### config.mk
export PLATFORM = sky130hd
export DESIGN_NAME = positional_list_engine_flat
export DESIGN_NICKNAME = d
export VERILOG_FILES = /design/src/hw/rtl/ple_pkg.sv /design/src/hw/rtl/ple_req_if.sv /design/src/hw/rtl/ple_rsp_if.sv /design/src/hw/rtl/positional_list_engine.sv /design/src/flat_wrapper.sv
export SDC_FILE = /design/constraint.sdc
export NUM_CORES = 1
export LEC_CHECK = 0
export BUFFER_PORTS_ARGS = -buffer_cell sky130_fd_sc_hd__buf_2
export CAP_MARGIN = 40
export CORE_UTILIZATION = 55
export DETAILED_ROUTE_END_ITERATION = 10
export GPL_TIMING_DRIVEN = 0
export PLACE_DENSITY = 0.68
export SLEW_MARGIN = 20
export SYNTH_ARGS = -nofsm -noshare
export SYNTH_HDL_FRONTEND = slang
export SYNTH_SLANG_ARGS = --single-unit
### constraint.sdc
create_clock -name clk_i -period 7.7 [get_ports clk_i]
set_input_delay 0 -clock clk_i [delete_from_list [all_inputs] [get_ports clk_i]]
set_output_delay 0 -clock clk_i [all_outputs]
set_load 0.05 [all_outputs]
### src/hw/rtl/ple_pkg.sv
// ----------------------------------------------------------------------------
// ple_pkg
// Types, codes, widths and value conversion helpers for the positional list
// engine.
// ----------------------------------------------------------------------------
`default_nettype none

package ple_pkg;

  // List geometry
  localparam int unsigned CAPACITY    = 16;
  localparam int unsigned VALUE_WIDTH = 32;
  localparam int unsigned IDX_W       = (CAPACITY > 1) ? $clog2(CAPACITY) : 1;
  localparam int unsigned CNT_W       = $clog2(CAPACITY + 1);

  // Fixed item field widths
  localparam int unsigned OP_W     = 3;
  localparam int unsigned POS_W    = 5;
  localparam int unsigned DATA_W   = 32;
  localparam int unsigned STATUS_W = 3;
  localparam int unsigned FOUND_W  = 4;
  localparam int unsigned ECOUNT_W = 5;

  // Width used when comparing a request position against the count
  localparam int unsigned CMP_W = (CNT_W > POS_W) ? CNT_W : POS_W;

  typedef logic [VALUE_WIDTH-1:0] entry_t;
  typedef logic [CNT_W-1:0]       cnt_t;

  typedef enum logic [OP_W-1:0] {
    OP_INSERT = 3'd0,
    OP_DELETE = 3'd1,
    OP_READ   = 3'd2,
    OP_LOCATE = 3'd3,
    OP_CLEAR  = 3'd4
  } opcode_e;

  typedef enum logic [STATUS_W-1:0] {
    ST_OK       = 3'd0,
    ST_RANGE    = 3'd1,
    ST_FULL     = 3'd2,
    ST_EMPTY    = 3'd3,
    ST_NOTFOUND = 3'd4
  } status_e;

  typedef enum logic [3:0] {
    S_IDLE,
    S_INS_RD,
    S_INS_WR,
    S_DEL_RD,
    S_DEL_WR,
    S_GET_RD,
    S_GET_DATA,
    S_LOC_RD,
    S_LOC_CMP,
    S_RESP
  } state_e;

  // Request value -> stored entry (sign-extend, then keep the low bits)
  function automatic entry_t to_entry(input logic signed [DATA_W-1:0] v);
    logic signed [63:0] w;
    w = 64'(v);
    return w[VALUE_WIDTH-1:0];
  endfunction

  // Stored entry -> result field (sign-extend, then keep the low bits)
  function automatic logic [DATA_W-1:0] from_entry(input entry_t e);
    logic signed [63:0] w;
    w = 64'($signed(e));
    return w[DATA_W-1:0];
  endfunction

endpackage

`default_nettype wire

### src/hw/rtl/ple_req_if.sv
// ----------------------------------------------------------------------------
// ple_req_if
// Request channel of the positional list engine: valid/ready plus payload.
// ----------------------------------------------------------------------------
`default_nettype none

interface ple_req_if;
  import ple_pkg::*;

  logic                     valid;
  logic                     ready;
  logic [OP_W-1:0]          operation;
  logic [POS_W-1:0]         position;
  logic signed [DATA_W-1:0] value;

  modport source (output valid, output operation, output position, output value,
                  input ready);
  modport sink   (input valid, input operation, input position, input value,
                  output ready);
endinterface

`default_nettype wire

### src/hw/rtl/ple_rsp_if.sv
// ----------------------------------------------------------------------------
// ple_rsp_if
// Result channel of the positional list engine: valid/ready plus payload.
// ----------------------------------------------------------------------------
`default_nettype none

interface ple_rsp_if;
  import ple_pkg::*;

  logic                     valid;
  logic                     ready;
  logic [STATUS_W-1:0]      status;
  logic signed [DATA_W-1:0] read_value;
  logic [FOUND_W-1:0]       found_position;
  logic [ECOUNT_W-1:0]      entry_count;

  modport source (output valid, output status, output read_value,
                  output found_position, output entry_count, input ready);
  modport sink   (input valid, input status, input read_value,
                  input found_position, input entry_count, output ready);
endinterface

`default_nettype wire

### src/hw/rtl/positional_list_engine.sv
// ----------------------------------------------------------------------------
// positional_list_engine
// Ordered list of signed values with insert, delete, read, locate and clear
// at a list position; one status result per request.
// ----------------------------------------------------------------------------
// The list lives in a single-port-per-direction entry memory (one write, one
// registered read per cycle) walked by a small sequencer with one shared
// pointer/compare unit. One request is handled at a time; req_i.ready is high
// only while the sequencer is idle. Insert and delete move one entry per
// read/write pair of the entry memory, locate scans one entry per read of it,
// and clear and rejected requests go straight to the result. A result waits
// in the output register until taken; the next request is accepted as soon as
// that register is loaded.
// ----------------------------------------------------------------------------
`default_nettype none

module positional_list_engine (
  input  wire logic clk_i,
  input  wire logic rst_ni,
  ple_req_if.sink   req_i,
  ple_rsp_if.source rsp_o
);
  import ple_pkg::*;

  // Sequencer and datapath registers
  state_e  state_q, state_d;
  cnt_t    count_q, count_d;
  cnt_t    ptr_q, ptr_d;
  cnt_t    pos_q, pos_d;
  entry_t  val_q, val_d;
  status_e res_status_q, res_status_d;
  logic [DATA_W-1:0] res_value_q, res_value_d;
  cnt_t    res_found_q, res_found_d;

  // Output register
  logic                rsp_valid_q, rsp_valid_d;
  logic [STATUS_W-1:0] rsp_status_q, rsp_status_d;
  logic [DATA_W-1:0]   rsp_value_q, rsp_value_d;
  logic [FOUND_W-1:0]  rsp_found_q, rsp_found_d;
  logic [ECOUNT_W-1:0] rsp_count_q, rsp_count_d;

  // Entry memory
  entry_t           entry_mem [CAPACITY];
  entry_t           rd_data_q;
  logic             mem_we, mem_re;
  logic [IDX_W-1:0] mem_waddr, mem_raddr;
  entry_t           mem_wdata;

  // Shared pointer unit
  cnt_t ptr_inc, ptr_dec;
  assign ptr_inc = ptr_q + 1'b1;
  assign ptr_dec = ptr_q - 1'b1;

  logic             req_fire;
  logic [CMP_W-1:0] req_pos_ext, count_ext;
  assign req_fire    = req_i.valid && req_i.ready;
  assign req_pos_ext = CMP_W'(req_i.position);
  assign count_ext   = CMP_W'(count_q);

  always_ff @(posedge clk_i) begin
    if (mem_we) begin
      entry_mem[mem_waddr] <= mem_wdata;
    end
    if (mem_re) begin
      rd_data_q <= entry_mem[mem_raddr];
    end
  end

  always_ff @(posedge clk_i or negedge rst_ni) begin
    if (!rst_ni) begin
      state_q      <= S_IDLE;
      count_q      <= '0;
      ptr_q        <= '0;
      pos_q        <= '0;
      val_q        <= '0;
      res_status_q <= ST_OK;
      res_value_q  <= '0;
      res_found_q  <= '0;
      rsp_valid_q  <= 1'b0;
      rsp_status_q <= '0;
      rsp_value_q  <= '0;
      rsp_found_q  <= '0;
      rsp_count_q  <= '0;
    end else begin
      state_q      <= state_d;
      count_q      <= count_d;
      ptr_q        <= ptr_d;
      pos_q        <= pos_d;
      val_q        <= val_d;
      res_status_q <= res_status_d;
      res_value_q  <= res_value_d;
      res_found_q  <= res_found_d;
      rsp_valid_q  <= rsp_valid_d;
      rsp_status_q <= rsp_status_d;
      rsp_value_q  <= rsp_value_d;
      rsp_found_q  <= rsp_found_d;
      rsp_count_q  <= rsp_count_d;
    end
  end

  always_comb begin
    state_d      = state_q;
    count_d      = count_q;
    ptr_d        = ptr_q;
    pos_d        = pos_q;
    val_d        = val_q;
    res_status_d = res_status_q;
    res_value_d  = res_value_q;
    res_found_d  = res_found_q;
    rsp_status_d = rsp_status_q;
    rsp_value_d  = rsp_value_q;
    rsp_found_d  = rsp_found_q;
    rsp_count_d  = rsp_count_q;
    rsp_valid_d  = rsp_valid_q && !rsp_o.ready;
    mem_we       = 1'b0;
    mem_re       = 1'b0;
    mem_waddr    = ptr_q[IDX_W-1:0];
    mem_raddr    = ptr_q[IDX_W-1:0];
    mem_wdata    = rd_data_q;
    req_i.ready  = 1'b0;

    case (state_q)
      S_IDLE: begin
        req_i.ready = 1'b1;
        if (req_fire) begin
          val_d        = to_entry(req_i.value);
          pos_d        = CNT_W'(req_i.position);
          res_value_d  = '0;
          res_found_d  = '0;
          res_status_d = ST_OK;
          state_d      = S_RESP;
          case (opcode_e'(req_i.operation))
            OP_INSERT: begin
              if (req_pos_ext > count_ext) begin
                res_status_d = ST_RANGE;
              end else if (count_q == CNT_W'(CAPACITY)) begin
                res_status_d = ST_FULL;
              end else begin
                ptr_d   = count_q;
                state_d = S_INS_RD;
              end
            end
            OP_DELETE, OP_READ: begin
              if (count_q == '0) begin
                res_status_d = ST_EMPTY;
              end else if (req_pos_ext >= count_ext) begin
                res_status_d = ST_RANGE;
              end else begin
                ptr_d   = CNT_W'(req_i.position);
                state_d = (opcode_e'(req_i.operation) == OP_DELETE) ? S_DEL_RD : S_GET_RD;
              end
            end
            OP_LOCATE: begin
              if (count_q == '0) begin
                res_status_d = ST_EMPTY;
              end else begin
                ptr_d   = '0;
                state_d = S_LOC_RD;
              end
            end
            OP_CLEAR: begin
              if (count_q == '0) begin
                res_status_d = ST_EMPTY;
              end else begin
                count_d = '0;
              end
            end
            default: begin
              res_status_d = ST_OK;
            end
          endcase
        end
      end

      // Insert: move entries up from the tail, then drop the value in
      S_INS_RD: begin
        if (ptr_q == pos_q) begin
          mem_we    = 1'b1;
          mem_wdata = val_q;
          count_d   = count_q + 1'b1;
          state_d   = S_RESP;
        end else begin
          mem_re    = 1'b1;
          mem_raddr = ptr_dec[IDX_W-1:0];
          state_d   = S_INS_WR;
        end
      end
      S_INS_WR: begin
        mem_we  = 1'b1;
        ptr_d   = ptr_dec;
        state_d = S_INS_RD;
      end

      // Delete: move entries down to close the gap
      S_DEL_RD: begin
        if (ptr_inc == count_q) begin
          count_d = count_q - 1'b1;
          state_d = S_RESP;
        end else begin
          mem_re    = 1'b1;
          mem_raddr = ptr_inc[IDX_W-1:0];
          state_d   = S_DEL_WR;
        end
      end
      S_DEL_WR: begin
        mem_we  = 1'b1;
        ptr_d   = ptr_inc;
        state_d = S_DEL_RD;
      end

      S_GET_RD: begin
        mem_re  = 1'b1;
        state_d = S_GET_DATA;
      end
      S_GET_DATA: begin
        res_value_d = from_entry(rd_data_q);
        state_d     = S_RESP;
      end

      // Locate: scan from the head, stop at the first match
      S_LOC_RD: begin
        mem_re  = 1'b1;
        state_d = S_LOC_CMP;
      end
      S_LOC_CMP: begin
        if (rd_data_q == val_q) begin
          res_status_d = ST_OK;
          res_found_d  = ptr_q;
          state_d      = S_RESP;
        end else if (ptr_inc == count_q) begin
          res_status_d = ST_NOTFOUND;
          state_d      = S_RESP;
        end else begin
          ptr_d   = ptr_inc;
          state_d = S_LOC_RD;
        end
      end

      S_RESP: begin
        if (!rsp_valid_q || rsp_o.ready) begin
          rsp_valid_d  = 1'b1;
          rsp_status_d = res_status_q;
          rsp_value_d  = res_value_q;
          rsp_found_d  = FOUND_W'(res_found_q);
          rsp_count_d  = ECOUNT_W'(count_q);
          state_d      = S_IDLE;
        end
      end

      default: begin
        state_d = S_IDLE;
      end
    endcase
  end

  assign rsp_o.valid          = rsp_valid_q;
  assign rsp_o.status         = rsp_status_q;
  assign rsp_o.read_value     = rsp_value_q;
  assign rsp_o.found_position = rsp_found_q;
  assign rsp_o.entry_count    = rsp_count_q;

  // An accepted request always leaves the idle state
  a_busy_after_accept: assert property (@(posedge clk_i) disable iff (!rst_ni)
    req_fire |=> state_q != S_IDLE)
    else $error("sequencer idle right after accepting an item");

  // The count only moves at the end of insert/delete or on a clear
  a_count_change: assert property (@(posedge clk_i) disable iff (!rst_ni)
    !$stable(count_q) |-> ($past(state_q) == S_INS_RD || $past(state_q) == S_DEL_RD ||
                           $past(state_q) == S_IDLE))
    else $error("entry count changed outside insert, delete or clear");

  // Shifting during insert stays within the live part of the list
  a_ins_window: assert property (@(posedge clk_i) disable iff (!rst_ni)
    state_q == S_INS_WR |-> (ptr_q > pos_q) && (ptr_q <= count_q) &&
                            (count_q < CNT_W'(CAPACITY)))
    else $error("insert shift pointer out of range");

  // A new result is only loaded from the response state
  a_rsp_source: assert property (@(posedge clk_i) disable iff (!rst_ni)
    $rose(rsp_valid_q) |-> $past(state_q) == S_RESP)
    else $error("result presented without passing the response state");

endmodule

`default_nettype wire

### src/flat_wrapper.sv
// flat-port wrapper written by rule: the top's interface ports become plain ports
module positional_list_engine_flat import ple_pkg::*;
  (clk_i, rst_ni, req_i_valid, req_i_operation, req_i_position, req_i_value, req_i_ready, rsp_o_valid, rsp_o_status, rsp_o_read_value, rsp_o_found_position, rsp_o_entry_count, rsp_o_ready);
  ple_req_if req_i_i ();
  ple_rsp_if rsp_o_i ();
  input  wire logic clk_i;
  input  wire logic rst_ni;
  input wire logic [$bits(req_i_i.valid)-1:0] req_i_valid;
  input wire logic [$bits(req_i_i.operation)-1:0] req_i_operation;
  input wire logic [$bits(req_i_i.position)-1:0] req_i_position;
  input wire logic [$bits(req_i_i.value)-1:0] req_i_value;
  output wire logic [$bits(req_i_i.ready)-1:0] req_i_ready;
  output wire logic [$bits(rsp_o_i.valid)-1:0] rsp_o_valid;
  output wire logic [$bits(rsp_o_i.status)-1:0] rsp_o_status;
  output wire logic [$bits(rsp_o_i.read_value)-1:0] rsp_o_read_value;
  output wire logic [$bits(rsp_o_i.found_position)-1:0] rsp_o_found_position;
  output wire logic [$bits(rsp_o_i.entry_count)-1:0] rsp_o_entry_count;
  input wire logic [$bits(rsp_o_i.ready)-1:0] rsp_o_ready;
  assign req_i_i.valid = req_i_valid;
  assign req_i_i.operation = req_i_operation;
  assign req_i_i.position = req_i_position;
  assign req_i_i.value = req_i_value;
  assign req_i_ready = req_i_i.ready;
  assign rsp_o_valid = rsp_o_i.valid;
  assign rsp_o_status = rsp_o_i.status;
  assign rsp_o_read_value = rsp_o_i.read_value;
  assign rsp_o_found_position = rsp_o_i.found_position;
  assign rsp_o_entry_count = rsp_o_i.entry_count;
  assign rsp_o_i.ready = rsp_o_ready;
  positional_list_engine u_core (.clk_i(clk_i), .rst_ni(rst_ni), .req_i(req_i_i), .rsp_o(rsp_o_i));
endmodule
==> results of run 1 <==
==> cells in the mapped netlist (3+ instances only) <==
cell type and count:
edfxtp_1 544, nand2_1 188, dfrtp_1 135, mux4_2 128, mux2_2 70, a22oi_1 67
clkbuf_1 51, nor2_1 47, o21ai_0 42, xor2_1 41, a22o_1 35, a21oi_1 20
nand3_1 18, inv_1 16, buf_6 14, ha_1 13, buf_1 11, buf_2 10
nor3_1 10, nor4_1 10, xnor2_1 8, nand2b_1 7, and2_1 5, nor2b_1 5
nor3b_1 5, nand4_1 4, o21a_1 4, a221oi_1 3, a31oi_1 3, and3_1 3
nand3b_1 3
==> cells by family after synthesis <==
| kind of cell | count (synthesis) |
|---|---|
| xor+xnor | 49 |
| buf+inv | 103 |
| simple gates | 314 |
| fa+ha+maj | 14 |
| mux | 199 |
| compound gates | 198 |
| flops | 679 |
==> power by group through the flow <==
| stage | clock network (mW) | logic, mW | registers [mW] |
|---|---|---|---|
| after floorplan | 0 | 4.19 | 5.78 |
| after global placement | 0 | 6.27 | 5.61 |
| after detailed placement | 0 | 6.51 | 5.59 |
| after CTS | 3.43 | 6.58 | 5.52 |
| after global routing | 3.56 | 7.02 | 5.58 |
| final | 3.40 | 6.59 | 5.53 |
==> worst paths after layout <==
| path | cells past startpoint | from | slack (ps) | end |
|---|---|---|---|---|
| min | 4 | req_i_value[20] | 120 | u_core.val_q[20]$_DFFE_PN0P_ |
| max | 13 | u_core.ptr_q[0]$_DFFE_PN0P_ | 2790 | u_core.rd_data_q[30]$_DFFE_PP_ |
| min reg2reg | 2 | u_core.rsp_o.status[2]$_DFFE_PN0P_ | 480 | u_core.rsp_o.status[2]$_DFFE_PN0P_ |
| min in group asynchronous | 4 | rst_ni | 510 | u_core.pos_q[0]$_DFFE_PN0P_ |
| max reg2reg | 13 | u_core.ptr_q[0]$_DFFE_PN0P_ | 2790 | u_core.rd_data_q[30]$_DFFE_PP_ |
| max in group asynchronous | 4 | rst_ni | 6700 | u_core.rsp_o.read_value[22]$_DFFE_PN0P_ |
==> metal layers <==
metal / wire length [um] / vias up / share of wire
met2: 32700 / 722 / 0.48
met4: 1840 / 2 / 0.027
met3: 5750 / 122 / 0.085
met1: 27500 / 8020 / 0.41
met5: 8 / - / 0.00012
li1: - / 6643 / -
==> worst max-delay path, cell delays in order, from the launching register on <==
cell and delay, ps:
dfrtp_1 520, clkbuf_1 450, inv_1 250, ha_1 450
xor2_1 200, nor3_2 290, and3_1 330, a211oi_2 110
xnor2_1 220, buf_2 370, buf_1 700, mux4_2 420
a22oi_1 220, nand2_1 100
==> sequential cells by signal (all words and copies together), names as in the netlist <==
signal,count
u_core.res_status_q,3
u_core.res_found_q,4
u_core.pos_q,5
u_core.ptr_q,5
u_core.entry_mem,512
u_core.count_ext,5
u_core.res_value_q,32
u_core.rsp_o.entry_count,5
u_core.rsp_o.valid,1
u_core.rsp_o.status,3
u_core.val_q,32
u_core.rd_data_q,32
u_core.rsp_o.read_value,32
u_core.state_q,4
u_core.rsp_o.found_position,4
==> cell type report <==
type / count / area share
clock buffer: 106 / 0.0645
buffer: 87 / 0.0140
sequential: 679 / 0.614
antenna: 1 / 0.0000780
timing repair buffer: 192 / 0.0476
clock inverter: 24 / 0.00768
inverter: 16 / 0.00187
multi-input combinational: 774 / 0.224
tap: 664 / 0.0259
==> results.toml, run 1 <==
[cells_and_area]
final_cell_count_no_fill = 2543
layout.nets = 1879
syn_to_final_growth_pct = 17.5
fillers = 3383
stdcell_area_sq_um = 32100
drive_gt1_frac = 0.266
fin_util = 0.655
multiInputGateArea_sq_um = 7180
regArea_sq_um = 19700
final_cell_mix = "edfxtp_1 (544), nand2_1 (188), dfrtp_1 (135)"
layout_commonest_cell = "edfxtp_1"

[timing]
finalClockSkew_ps = 20.1
period_share = 0.637
setup_viol = 0
rsz0062_at_grt = "false"
period_needed_ps = 4910
fin_hold_ws_ps = 125
timing.final.ws_setup_ps = 2790
maxSlewViolCount = 0
clock.fmax_mhz = 204
hold_viol = 0
tightest_slew_ps = 925
fin_setup_tns_ps = 0
worst_slew_margin_rel = 0.383

[power_and_ir_drop]
peakVddDrop_mv = 0.327
pwr-share-clk = 0.219
pwr-share-comb = 0.425
pwr_density_cell_nw_per_um2 = 484
p_int_mw = 9.73
swShare = 0.373
seqPwrFrac = 0.356
p_leak_nw = 11.8
finalPower_mw = 15.5
power.switching_mw = 5.79

[clock_tree]
clk_path_buf_depth = 3
cts_tree = "built"
cts_setup_buffers = 0
cts_resized = 0
cts_htree_levels = 3
clk_pin_slew_ps = 60
ctsRootBufferMaster = "clkbuf_16"
cts_buffers = 71
cts.sinks = 679
cts_hold_buf = 46
clk_latency_ps = 610

[die]
die_area_sq_um = 50500
num_rows = 81
ios = 90
die_w_um = 225
initial_core_util = 0.558
die_h_um = 225
fp.coreArea_sq_um = 49000

[setup_path]
cp_max_fo = 10
crit_path_end_kind = "register"
cp_data_arrival_time_ps = 5250
cp-start-kind = "register"
path_class = "reg -> reg"
cp.required_ps = 8040

[synthesis]
synthDominantCellAreaShare = 0.599
synth_area_sq_um = 27300
syn_avg_cell_area_sq_um = 17.5
yosysTopAreaCell = "edfxtp_1"
synth_fa_ha_area_frac = 0.00669
synth_top_family_by_area = "multiplexers"
synthMuxAreaShare = 0.135
synth_xor_area_frac = 0.0157
synth-main-ff-cell = "edfxtp_1"
syn_inst = 1556
async_reset_ff_frac = 0.199
ys_seq_area_frac = 0.722
syn_nets = 1614
yosys_warnings = 0
synth_compound_area_frac = 0.0518
yosysUniqueCellTypes = 59
synth-seq-cells = 679
synthSimpleGateAreaFrac = 0.0500
synth_area_leaders = "edfxtp_1 (60%), dfrtp_1 (12%), mux4_2 (11%)"
synth_edf_count = 544

[global_routing]
grt_busiest_layer = "met2"
grt_use_met2 = 0.445
grt_antenna_before_repair = 1
grt_overflow_total = 0
grtUsageTotal = 0.277
use_met1 = 0.381
grt_max_degree = 94
grtUsageMet3 = 0.0627
grt_pass1_vias = 15400
grt_pass1_wl_um = 99700

[placed_design]
portBuffers = 86
place_congestion = 0.872
place_ws_ps = 2880
place_area_sq_um = 29200
hpwl_um = 44700
place_inst = 2362

[drt]
route.vias.total = 15500
drt_wl_total_um = 67700
wl_per_cell_um = 26.6
viasPerCell = 6.10
drt_first_pass_iters = 5
postRouteAntennaNets = 0
drtIter0Drc = 1615
drc = 0

[job]
drv_cap = 0

[outcome]
status = "finished clean"

[worst_hold_path]
hold_path_class = "in -> reg"
Note: power is estimated with default switching activity, not from simulation.
==> run 2: changes to the inputs <==
--- a/config.mk
+++ b/config.mk
@@ -10,7 +10,7 @@
 export CORE_UTILIZATION = 55
 export DETAILED_ROUTE_END_ITERATION = 10
 export GPL_TIMING_DRIVEN = 0
-export PLACE_DENSITY = 0.68
+export PLACE_DENSITY = 0.71
 export SLEW_MARGIN = 20
 export SYNTH_ARGS = -nofsm -noshare
 export SYNTH_HDL_FRONTEND = slang
==> constraint.sdc (replaced) <==
create_clock -name clk_i -period 3.95 [get_ports clk_i]
set_input_delay 0 -clock clk_i [delete_from_list [all_inputs] [get_ports clk_i]]
set_output_delay 0 -clock clk_i [all_outputs]
set_load 0.05 [all_outputs]
==> results.toml, run 2 (synthesis gave the netlist of run 1 again) <==
[timing]
finalClockSkew_ps = 23.9
worst_slew_margin_rel = 0.409
period_needed_ps = 3820
period_share = 0.966
hold_viol = 17
timing.final.ws_setup_ps = 134
rsz0062_at_grt = "false"
maxSlewViolCount = 0
clock.fmax_mhz = 262
tightest_slew_ps = 883
fin_hold_ws_ps = -26.9
setup_viol = 0

[drt]
route.vias.total = 15600
drtIter0Drc = 1958
viasPerCell = 6.16
drc = 0
drt_first_pass_iters = 6
drt_wl_total_um = 69100
wl_per_cell_um = 27.3
postRouteAntennaNets = 0

[setup_path]
r2r-start = "u_core.ptr_q[1]$_DFFE_PN0P_"
regToRegSetupSlack_ps = 130
path_class = "reg -> reg"
cp.required_ps = 4290
cp_max_fo = 10
crit_path_end_kind = "register"
cp_data_arrival_time_ps = 4160
reg2regPathDepth = 13
cp-start-kind = "register"
worstReg2RegEnd = "u_core.rd_data_q[28]$_DFFE_PP_"

[global_routing]
grt_pass1_vias = 15700
grtUsageMet3 = 0.0479
grt_busiest_layer = "met2"
grt_max_degree = 83
grt_use_met2 = 0.454
grtUsageTotal = 0.284
grt_overflow_total = 0
grt_antenna_before_repair = 0
use_met1 = 0.393
grt_pass1_wl_um = 102000

[cells_and_area]
syn_to_final_growth_pct = 18.7
drive_gt1_frac = 0.278
final_cell_count_no_fill = 2529
antenna_cells = 0
layout_commonest_cell = "edfxtp_1"
top_register = "u_core.entry_mem"
layout.nets = 1867
largest_register_ffs = 512
final_cell_mix = "edfxtp_1 (544), nand2_1 (188), dfrtp_1 (134)"

[clock_tree]
cts_buffers = 68
clk_latency_ps = 620
clk_path_buf_depth = 3
clk_pin_slew_ps = 60
ctsRootBufferMaster = "clkbuf_16"
cts.sinks = 679
cts_tree = "built"
cts_htree_levels = 3

[placed_design]
portBuffers = 86
place_inst = 2348
place_ws_ps = -934
place_congestion = 0.891
hpwl_um = 44400

[die]
initial_core_util = 0.558
die_area_sq_um = 50500
die_h_um = 225
num_rows = 81
die_w_um = 225
ios = 90
fp.coreArea_sq_um = 49000

[worst_hold_path]
hold_path_class = "in -> async"

[power_and_ir_drop]
peakVddDrop_mv = 0.523
p_leak_nw = 11.8
pwr_density_cell_nw_per_um2 = 943

[outcome]
status = "complete, but fails checks"
violations = "negative hold slack"

[job]
drv_cap = 0
run 2: worst max path at each step:
stage	startpoint	end	slack, ps	cells after the start
final	u_core.ptr_q[1]$_DFFE_PN0P_	u_core.rd_data_q[28]$_DFFE_PP_	130	13
after global routing	u_core.ptr_q[1]$_DFFE_PN0P_	u_core.rd_data_q[28]$_DFFE_PP_	20	13
after CTS	u_core.ptr_q[1]$_DFFE_PN0P_	u_core.rd_data_q[28]$_DFFE_PP_	2	13
after detailed placement	u_core.ptr_q[0]$_DFFE_PN0P_	u_core.rd_data_q[21]$_DFFE_PP_	-930	13
after global placement	u_core.ptr_q[0]$_DFFE_PN0P_	u_core.rd_data_q[20]$_DFFE_PP_	-2220	8
after floorplan	u_core.ptr_q[2]$_DFFE_PN0P_	u_core.entry_mem[7][0]$_DFFE_PP_	370	9
run 2: repair_timing:
| item | 4_1_cts | 5_1_grt |
|---|---|---|
| buffers inserted | 0 | 3 |
| resized for setup | 49 | 22 |
| setup endpoints to repair | 33 | 32 |
| pin swaps | 0 | 1 |
| endpoints found under the hold margin | 187 | 0 |
| hold buffers | 44 | 0 |
run 2: final cells by class:
cell class / count / area, sq um
repair buffers: 183 / 1710
clock buffers: 100 / 1950
fillers: 3166 / 16500
inverters: 16 / 67.6
clock inverters: 26 / 318
plain buffers: 87 / 548
well taps: 664 / 831
multi-input cells: 774 / 7280
flip-flops and latches: 679 / 19700
run 2: metrics by stage:
| stage | TNS, ps | power (mW) | instance area (sq um) | hold slack, ps | util |
|---|---|---|---|---|---|
| floorplan | 0 | 19.4 | 27300 | -296 | - |
| finish | 0 | 30.6 | 32400 | -26.9 | 0.662 |
| detailed placement | -26340 | 23.6 | 29400 | 57.3 | 0.602 |
| global placement | -829240 | 23.0 | 28600 | 191 | 0.584 |
| global route | 0 | 31.8 | 32400 | 42.7 | 0.662 |
| CTS | 0 | 30.4 | 32200 | 21.9 | 0.658 |
run 2: critical path: stages, from the launching register on:
cell        delay, ps
dfrtp_1           460
buf_4             250
clkinvlp_4        210
ha_4              300
xor2_1            170
nor3_2            210
and3_2            300
nand3_1           110
nand3_2           100
buf_6             230
buf_8             230
mux4_2            560
a22oi_1           290
nand2_1           110
run 2: per-layer routing:
| layer | share of wire | wire [um] |
|---|---|---|
| met1 | 0.39 | 27300 |
| met2 | 0.49 | 33800 |
| met3 | 0.085 | 5870 |
| met4 | 0.031 | 2160 |
| met5 | 0 | 0 |
run 2: report_power, final:
part	switching [mW]	total, mW	internal [mW]
clock network	2.73	6.57	3.84
registers	0.741	10.7	10.0
logic	7.95	13.3	5.32
total	11.4	30.6	19.2
==> run 3: changes to the inputs <==
--- a/config.mk
+++ b/config.mk
@@ -10,7 +10,7 @@
 export CORE_UTILIZATION = 55
 export DETAILED_ROUTE_END_ITERATION = 10
 export GPL_TIMING_DRIVEN = 0
-export PLACE_DENSITY = 0.71
+export PLACE_DENSITY = 0.68
 export SLEW_MARGIN = 20
 export SYNTH_ARGS = -nofsm -noshare
 export SYNTH_HDL_FRONTEND = slang
==> constraint.sdc (replaced) <==
create_clock -name clk_i -period 4.92 [get_ports clk_i]
set_input_delay 0.492 -clock clk_i [delete_from_list [all_inputs] [get_ports clk_i]]
set_output_delay 0.492 -clock clk_i [all_outputs]
set_load 0.05 [all_outputs]
==> results.toml, run 3 (synthesis gave the netlist of run 1 again) <==
[outcome]
status = "finished clean"

[power_and_ir_drop]
finalPower_mw = 24.3
pwr_density_cell_nw_per_um2 = 758
peakVddDrop_mv = 0.376
p_leak_nw = 11.7

[clock_tree]
cts_buffers = 69
cts.sinks = 679
cts_htree_levels = 3
cts_tree = "built"
clk_pin_slew_ps = 60
ctsRootBufferMaster = "clkbuf_16"
clk_path_buf_depth = 3
cts_setup_buffers = 0
clk_latency_ps = 600

[setup_path]
reg2regPathDepth = 12
worstReg2RegEnd = "u_core.rd_data_q[28]$_DFFE_PP_"
crit_path_end_kind = "register"
cp-start-kind = "register"
regToRegSetupSlack_ps = 180
path_class = "reg -> reg"
cp_data_arrival_time_ps = 5200
cp.required_ps = 5380
cp_max_fo = 10
r2r-start = "u_core.ptr_q[0]$_DFFE_PN0P_"

[global_routing]
grt_overflow_total = 0
grt_max_degree = 72
grt_pass1_vias = 15300
grtUsageTotal = 0.278
grt_pass1_wl_um = 100000
grt_antenna_before_repair = 0

[drt]
postRouteAntennaNets = 0
wl_per_cell_um = 27.3
drtIter0Drc = 1546
drt_wl_total_um = 68100
route.vias.total = 15500
drc = 0
viasPerCell = 6.20
drt_first_pass_iters = 5

[timing]
rsz0062_at_grt = "false"
timing.final.ws_setup_ps = 178
hold_viol = 0
finalClockSkew_ps = 26.2
period_share = 0.964
worst_slew_margin_rel = 0.396
clock.fmax_mhz = 211
maxSlewViolCount = 0
period_needed_ps = 4740
fin_setup_tns_ps = 0
tightest_slew_ps = 906
setup_viol = 0

[cells_and_area]
largest_register_ffs = 512
top_register = "u_core.entry_mem"
layout.nets = 1838
final_cell_count_no_fill = 2496
fin_util = 0.653
antenna_cells = 0
syn_to_final_growth_pct = 17.2
drive_gt1_frac = 0.279
layout_commonest_cell = "edfxtp_1"
final_cell_mix = "edfxtp_1 (544), nand2_1 (188), dfrtp_1 (135)"

[die]
die_area_sq_um = 50500
initial_core_util = 0.558
fp.coreArea_sq_um = 49000
ios = 90
die_h_um = 225
die_w_um = 225
num_rows = 81

[worst_hold_path]
hold_path_class = "in -> reg"
holdPathEnd = "u_core.val_q[19]$_DFFE_PN0P_"
worstHoldStart = "req_i_value[19]"
holdPathStages = 3

[placed_design]
hpwl_um = 46700
place_inst = 2369
place_congestion = 0.860
portBuffers = 86
place_ws_ps = 63.1

[job]
drv_cap = 0
## run 3: cell types whose count changed in the layout (fill, tap and decap cells not counted), moves of 5 or more
cell,before,now
dlygate4sd3_1,44,1
buf_8,24,2
buf_4,16,29
buf_16,8,20
buf_12,7,0
clkinv_2,4,11
clkbuf_16,71,76
clkbuf_2,11,6
clkbuf_8,6,11
nor3_2,2,7
nor3_4,5,0
## run 3: metrics by stage
stage	cell area (sq um)	hold slack, ps
CTS	31900	57.3
global placement	28600	457
detailed placement	29600	459
global route	32000	78.6
finish	32000	81.3
floorplan	27300	196
## run 3: worst max-delay path: stages, from the launching register on
cell	delay, ps
dfrtp_1	510
clkbuf_1	480
inv_1	270
ha_1	460
xor2_1	200
nor3_2	300
a31oi_1	130
o21ai_0	490
xor2_1	190
nor2_1	590
clkbuf_1	590
a22oi_1	260
nand2_1	130
## run 3: where the power goes
part / internal (mW) / switching (mW) / total, mW
registers: 8.03 / 0.626 / 8.65
clock network: 3.13 / 2.14 / 5.27
logic: 4.09 / 6.23 / 10.3
## run 3: worst max path at each step
stage,start,end,slack [ps],cells after the start
final,u_core.ptr_q[0]$_DFFE_PN0P_,u_core.rd_data_q[28]$_DFFE_PP_,180,12
after global routing,u_core.ptr_q[0]$_DFFE_PN0P_,u_core.rd_data_q[3]$_DFFE_PP_,40,14
after CTS,u_core.ptr_q[0]$_DFFE_PN0P_,u_core.rd_data_q[19]$_DFFE_PP_,90,13
after detailed placement,u_core.ptr_q[0]$_DFFE_PN0P_,u_core.rd_data_q[19]$_DFFE_PP_,60,13
after global placement,u_core.ptr_q[0]$_DFFE_PN0P_,u_core.rd_data_q[13]$_DFFE_PP_,-3800,8
after floorplan,u_core.ptr_q[0]$_DFFE_PN0P_,u_core.rd_data_q[0]$_DFFE_PP_,240,8
## run 3: area by class of cell
cell class	count	area, sq um
inverters	16	60.1
clock buffers	97	2090
multi-input cells	774	7190
clock inverters	26	220
repair buffers	153	1410
plain buffers	87	454
well taps	664	831
fillers	3301	17000
flip-flops and latches	679	19700
## run 3: timing repair
action	4_1_cts	5_1_grt
hold buffers	1	0
endpoints found under the setup margin	0	32
resized for setup	0	5
endpoints found under the hold margin	64	0
## run 3: routing by layer
layer / wire length, um / global-route usage / up-vias
met5: 0 / 0 / -
met3: 5240 / 0.0506 / 126
met2: 33200 / 0.450 / 727
met1: 27600 / 0.386 / 8050
met4: 2130 / 0.0908 / 0
li1: - / - / 6564
